`src/design/bilinear_relation_engine_defines.svh`:
```
// ---------------------------------------------------------------------------
// Bilinear relation engine assertion macros
// Shared concurrent assertion forms, clocked and disabled by the caller's
// clock and reset.
// ---------------------------------------------------------------------------
`ifndef BILINEAR_RELATION_ENGINE_DEFINES_SVH
`define BILINEAR_RELATION_ENGINE_DEFINES_SVH

// same-cycle implication
`define BRE_ASSERT_SAME(label, clk, rst, ante, cons, msg) \
  label: assert property (@(posedge clk) disable iff (rst) (ante) |-> (cons)) \
    else $error(msg);

// next-cycle implication
`define BRE_ASSERT_NEXT(label, clk, rst, ante, cons, msg) \
  label: assert property (@(posedge clk) disable iff (rst) (ante) |=> (cons)) \
    else $error(msg);

`endif

```
`src/design/brel_pkg.sv`:
```
// ---------------------------------------------------------------------------
// brel_pkg
// Types, codes and defaults shared by the bilinear relation engine.
// ---------------------------------------------------------------------------
package brel_pkg;

  localparam int DEF_MAX_OBJECTS = 256;
  localparam int DEF_MAX_DIMS    = 64;

  localparam int CFG_IDX_W  = 2;
  localparam int CFG_DATA_W = 9;

  localparam logic [CFG_IDX_W-1:0] REG_ARITY   = 2'd0;
  localparam logic [CFG_IDX_W-1:0] REG_OBJECTS = 2'd1;
  localparam logic [CFG_IDX_W-1:0] REG_DIMS    = 2'd2;

  localparam logic [1:0] ARITY_UNARY = 2'd1;

  // unary assert scales v by 128 = round(v * 2^13 / 2^6)
  localparam logic signed [15:0] UNARY_SCALE = 16'sd8192;

  typedef enum logic [1:0] {
    ACT_WRITE  = 2'd0,
    ACT_ASSERT = 2'd1,
    ACT_QUERY  = 2'd2,
    ACT_NONE   = 2'd3
  } brel_action_t;

  typedef enum logic [2:0] {
    ST_CLEAR,
    ST_IDLE,
    ST_DECODE,
    ST_RUN,
    ST_DRAIN,
    ST_FINISH
  } brel_state_t;

  typedef struct packed {
    logic clear;
    logic capture;
    logic emb_write;
    logic issue;
    logic finish;
  } brel_cmd_t;

  typedef struct packed {
    logic clear_last;
    logic trivial;
    logic issue_last;
    logic pipe_busy;
  } brel_stat_t;

endpackage

```
`src/design/brel_ctrl.sv`:
```
// ---------------------------------------------------------------------------
// brel_ctrl
// Sequencer: matrix clear after reset, decode, loop issue, drain, result.
// ---------------------------------------------------------------------------
`include "bilinear_relation_engine_defines.svh"

module brel_ctrl (
  input  logic                clk,
  input  logic                rst,
  input  logic                start,
  input  brel_pkg::brel_stat_t stat,
  output brel_pkg::brel_cmd_t  cmd,
  output logic                busy
);

  brel_pkg::brel_state_t state, state_next;

  always_ff @(posedge clk) begin
    if (rst) begin
      state <= brel_pkg::ST_CLEAR;
    end else begin
      state <= state_next;
    end
  end

  always_comb begin
    state_next = state;
    cmd        = '0;
    unique case (state)
      brel_pkg::ST_CLEAR: begin
        cmd.clear = 1'b1;
        if (stat.clear_last) state_next = brel_pkg::ST_IDLE;
      end
      brel_pkg::ST_IDLE: begin
        if (start) begin
          cmd.capture = 1'b1;
          state_next  = brel_pkg::ST_DECODE;
        end
      end
      brel_pkg::ST_DECODE: begin
        if (stat.trivial) begin
          cmd.emb_write = 1'b1;
          state_next    = brel_pkg::ST_FINISH;
        end else begin
          state_next = brel_pkg::ST_RUN;
        end
      end
      brel_pkg::ST_RUN: begin
        cmd.issue = 1'b1;
        if (stat.issue_last) state_next = brel_pkg::ST_DRAIN;
      end
      brel_pkg::ST_DRAIN: begin
        if (!stat.pipe_busy) state_next = brel_pkg::ST_FINISH;
      end
      brel_pkg::ST_FINISH: begin
        cmd.finish = 1'b1;
        state_next = brel_pkg::ST_IDLE;
      end
      default: state_next = brel_pkg::ST_CLEAR;
    endcase
  end

  assign busy = (state != brel_pkg::ST_IDLE);

  `BRE_ASSERT_NEXT(a_accept_busy, clk, rst, start && !busy, busy, "accepted item did not raise busy")
  `BRE_ASSERT_SAME(a_issue_alone, clk, rst, cmd.issue, !cmd.finish && !cmd.clear, "issue overlaps finish or clear")
  `BRE_ASSERT_NEXT(a_finish_idle, clk, rst, cmd.finish, !busy, "finish not followed by idle")

endmodule

```
`config.mk`:
```
export PLATFORM = sky130hd
export DESIGN_NAME = brel_ctrl
export DESIGN_NICKNAME = d
export VERILOG_FILES = /design/src/design/brel_pkg.sv /design/src/design/brel_ctrl.sv
export VERILOG_INCLUDE_DIRS = /design/src /design/src/design
export SDC_FILE = /design/constraint.sdc
export NUM_CORES = 1
export LEC_CHECK = 0
export ABC_CLOCK_PERIOD_IN_PS = 1400
export BUFFER_PORTS_ARGS = -buffer_cell sky130_fd_sc_hd__buf_2
export CORE_AREA = 2 2 39 41
export CTS_CLUSTER_DIAMETER = 40
export DETAILED_ROUTE_END_ITERATION = 10
export DIE_AREA = 0 0 41 43
export PLACE_DENSITY = 0.43
export SLEW_MARGIN = 20
export SYNTH_ARGS = -nofsm -noshare
export SYNTH_HDL_FRONTEND = slang
export SYNTH_SLANG_ARGS = --single-unit
export TNS_END_PERCENT = 50
```
`constraint.sdc`:
```
create_clock -name clk -period 1.4 [get_ports clk]
set_input_delay 0.07 -clock clk [delete_from_list [all_inputs] [get_ports clk]]
set_output_delay 0.07 -clock clk [all_outputs]
set_load 0.005 [all_outputs]
```
* Word level (Yosys, flattened, before mapping)
Index checks and enable logic that the tools add are counted.
Storage, ports and cells: memories 0, word-level logic and storage cells 26, bits in read-only memories 0, bits in writable memories 0, bits in registers 3, bits of input ports 7, bits in latches 0, output and inout port bits 6
Operators by class: div/mod/pow operators 0, multipliers 0, add/subtract/negate cells 0, bitwise operators 0, order comparisons 0, muxes and demuxes 13, shift-type cells 0, reduce and logical (&&, ||, !) cells 2, eq/ne operators 10
Operators with widths (number):
- $pmux 3 s6 | 1
- $mux 3 | 5
- $ne 2x2->1 const B | 4
- $mux 1 | 7
- $eq 3x2->1 const B | 2
- $eq 3x3->1 const B | 2
- $reduce_and 4->1 | 1
- $eq 3x1->1 const B | 1
- $logic_not 3->1 | 1
- $ne 3x1->1 const B | 1

* Logic depth before layout (Yosys ltp)
depth after elaboration 3, gate-level depth with buffers 4, depth with buffers taken out 3

* Worst setup path after synthesis
Ideal clock, no wire load.
path type register to register, start point reg state[2], end point reg state[1], slack 0.267 ns, setup time 0.096 ns, stages on the path, launching flop included 5, clock period less this slack 1.133 ns, arrival 1.037 ns, required time 1.304 ns, path buffers 1, path through dfxtp_1 buf_6 nand2b_4 a32o_2 o41ai_2
On the way: longest elaborated chain between the ends 3, elaborated cells between the ends (all ways) 12, those cells by class eq/ne: 9; mux: 1; reduce/logical: 2
Ends and longest elaborated chain:
- from (decl) | line brel_ctrl.sv:16 | brel_pkg::brel_state_t state, state_next;
- from (signal assigned) | line brel_ctrl.sv:20 | state <= brel_pkg::ST_CLEAR;
- from (signal assigned) | line brel_ctrl.sv:22 | state <= state_next;
- $eq 3x2->1 (tied with other cells) | line brel_ctrl.sv:29 | unique case (state)
- $ne 2x2->1 (no source line)
- $reduce_and 4->1 (no source line)
Parallel ways exist; a longest one is shown, timed or not. A chain may end at the register's enable or synchronous reset.

==> flow_summary.toml <==
[outcome]
status = "complete, no violations"

[routing]
num_vias = 288
drc_errors = 0
firstDrtPassIters = 2
dr_wl_met3_microns = 33
ant_nets = 0
top_layer_used = "met4"
drt-met1-wl_microns = 315
wire_per_inst_microns = 11.0
wl_microns = 680
wl_met2_microns = 313
drt_iter0_drc = 7
viasPerCell = 4.65

[synth]
synth_compound_area_share_pct = 23.3
yosys_warnings = 0
muxShareOfSynthArea_pct = 3.65
synth.avg_cell_area_sq_um = 8.56
netlist.area_leader.share_pct = 21.9
yosysTopAreaCell = "dfxtp_1"
syn-num-nets = 39
synthSimpleGateAreaFrac_pct = 42.0
yosys.cell_types.count = 24
ys_ff_latch = 3
synthCells = 32
synth_fa_ha_area_share_pct = 0
syn-cell-area_sq_um = 274
synth_xor_area_share_pct = 0
yosysSeqAreaShare_pct = 21.9
synth_top_family_by_area = "simple AND/OR/NAND/NOR gates"
synthTopCellsByArea = "dfxtp_1 (22%), o41ai_2 (5.9%), nor3_1 (5.5%)"

[global_route]
grt_pass1_wl_microns = 1170
overflow = 0
first_global_vias = 271
antenna_found_initial = 0
grt_usage_pct = 10.7
grt_max_degree = 13

[place]
port-buffer-count = 12
placedCellCount = 58
place.gp.congestion = 0.689
place.detailed.hpwl_microns = 527
place_ws_ns = 0.141

[setup_path]
rrSetupSlack_ns = 0.24
worstPathArrival_ns = 1.21
rr_endpoint = "state[1]$_SDFFE_PP0P_"
rr_startpoint = "state[2]$_SDFFE_PP0P_"
required_ns = 1.33
worst_r2r_path_depth = 3
endpoint_kind = "output pin"
critPathKind = "reg -> out"
start_kind = "flop"
worstPathMaxFanout = 9

[flow_run]
maxCapViolations = 0

[hold_path]
hold_depth = 2
hold_class = "in -> reg"
min_from = "rst"
min_to = "state[0]$_SDFFE_PP0P_"

[clock_tree]
clk_path_buf_depth = 2
cts-buffers-inserted = 3
cts.reportedPaths.clkPinSlew_ns = 0.04
clock-sinks = 3
h-tree-depth = 1
cts-root-buf = "clkbuf_4"
worstSkewPairLatency_ns = 0.24
cts_tree = "done"

[layout]
layout-drive-gt1-share_pct = 52.2
layout_commonest_cell = "buf_2"
final_cells = 62
antenna_cells = 0
nFillCells = 156
max_flop_register = "state"
largest_registers = "state (3)"
largest_reg_flops = 3
syn_to_final_growth_pct = 34.7
final_cell_mix = "buf_2 (12), nor3_1 (3), clkbuf_4 (3)"
fin_nets = 54

[timing]
slew_headroom_pct = 84.5
finalClockSkew_ns = 0.00463
tns_ns = 0
post-route-min-period_ns = 1.28
layout_setup_ws_ns = 0.124
timing_hold_violations_final = 0
rsz0062_at_grt = "false"
finalSetupViolCount = 0
slew_viol_final = 0
max_freq_mhz = 784
period_share_pct = 91.1
worst_pin_slew_ns = 0.232

[floorplanning]
die_h_microns = 43
start_util_pct = 19.8
io_pins = 13
die_w_microns = 41
die_area_sq_um = 1760
row_count = 14
core_sq_um = 1380

[pwr]
max-vdd-ir-drop_mv = 0.418
power.switching_uw = 118
power_frac_seq_pct = 30.7
power.density_nw_per_um2 = 1040
netSwitchingFraction_pct = 30.7
clkPwrFrac_pct = 40.9
p_comb_share_pct = 28.4
intPower_uw = 265
power_leakage_nw = 0.170
==> worst max-delay path, stage by stage (launching register included) <==
cell	delay, ns
dfxtp_2	0.40
nor2b_4	0.23
and3_1	0.21
buf_2	0.13
==> Yosys cell counts <==
cell type / number
dfxtp_1: 3
nor3_1: 3
a21oi_1: 2
buf_2: 2
nand2_1: 2
nand2b_1: 2
a21o_1: 1
a21o_2: 1
a32o_1: 1
a32o_2: 1
and2_1: 1
and3_1: 1
and3_2: 1
buf_6: 1
inv_1: 1
mux2i_1: 1
nand2b_4: 1
nand3_1: 1
nand3b_1: 1
nand4b_1: 1
nor2_1: 1
nor2b_4: 1
nor3b_1: 1
o41ai_2: 1
==> through the flow <==
stage	hold slack [ns]	cell area, sq um	util [%]	power [mW]
detailed placement	0.309	340	24.6	0.227
global placement	0.308	340	24.6	0.228
CTS	0.0496	367	26.5	0.394
finish	0.0603	369	26.7	0.383
global route	0.0481	369	26.7	0.417
floorplan	0.139	274	-	0.192
==> cell families after synthesis <==
| logic type | count (synthesis) |
|---|---|
| flip-flops | 3 |
| buffers and inverters | 4 |
| multiplexers | 1 |
| AO/OA/AOI/OAI | 7 |
| AND/OR/NAND/NOR | 17 |
==> timing repair <==
action	4_1_cts	5_1_grt
setup buffers	0	0
hold buffers	0	0
endpoints found under the setup margin	0	2
gates resized for setup	0	2
==> worst max-delay path by stage <==
| stage | from | to | slack (ns) | depth (start not counted) |
|---|---|---|---|---|
| 2_1_floorplan | state[2]$_SDFFE_PP0P_ | state[1]$_SDFFE_PP0P_ | 0.27 | 4 |
| 3_3_place_gp | state[1]$_SDFFE_PP0P_ | state[1]$_SDFFE_PP0P_ | 0.18 | 3 |
| 3_5_place_dp | state[1]$_SDFFE_PP0P_ | state[1]$_SDFFE_PP0P_ | 0.14 | 3 |
| 4_1_cts | state[0]$_SDFFE_PP0P_ | cmd[3] | 0.004 | 3 |
| 5_1_grt | state[0]$_SDFFE_PP0P_ | cmd[3] | 0.04 | 3 |
| 6_report | state[0]$_SDFFE_PP0P_ | cmd[3] | 0.12 | 3 |
==> power groups by stage <==
| stage | clock [mW] | combinational, mW | sequential (mW) |
|---|---|---|---|
| 6_report | 0.157 | 0.109 | 0.118 |
| 5_1_grt | 0.178 | 0.120 | 0.120 |
| 4_1_cts | 0.169 | 0.110 | 0.116 |
| 3_5_place_dp | 0 | 0.110 | 0.117 |
| 3_3_place_gp | 0 | 0.111 | 0.117 |
| 2_1_floorplan | 0 | 0.0926 | 0.0992 |
==> final cells by class <==
class | count | area (sq um) | area share, %
clock buffers | 4 | 26.3 | 7.12
inverters | 1 | 3.75 | 1.02
multi-input cells | 25 | 189 | 51.2
flip-flops and latches | 3 | 62.6 | 16.9
well taps | 16 | 20.0 | 5.42
repair buffers | 13 | 67.6 | 18.3
==> routing by layer <==
| layer | global-route usage (%) | vias to the layer above |
|---|---|---|
| li1 | - | 147 |
| met1 | 12.2 | 129 |
| met2 | 12.8 | 10 |
| met3 | 5.24 | 2 |
| met4 | 12.0 | 0 |
| met5 | 0 | - |
(Power assumes the default switching activity.)
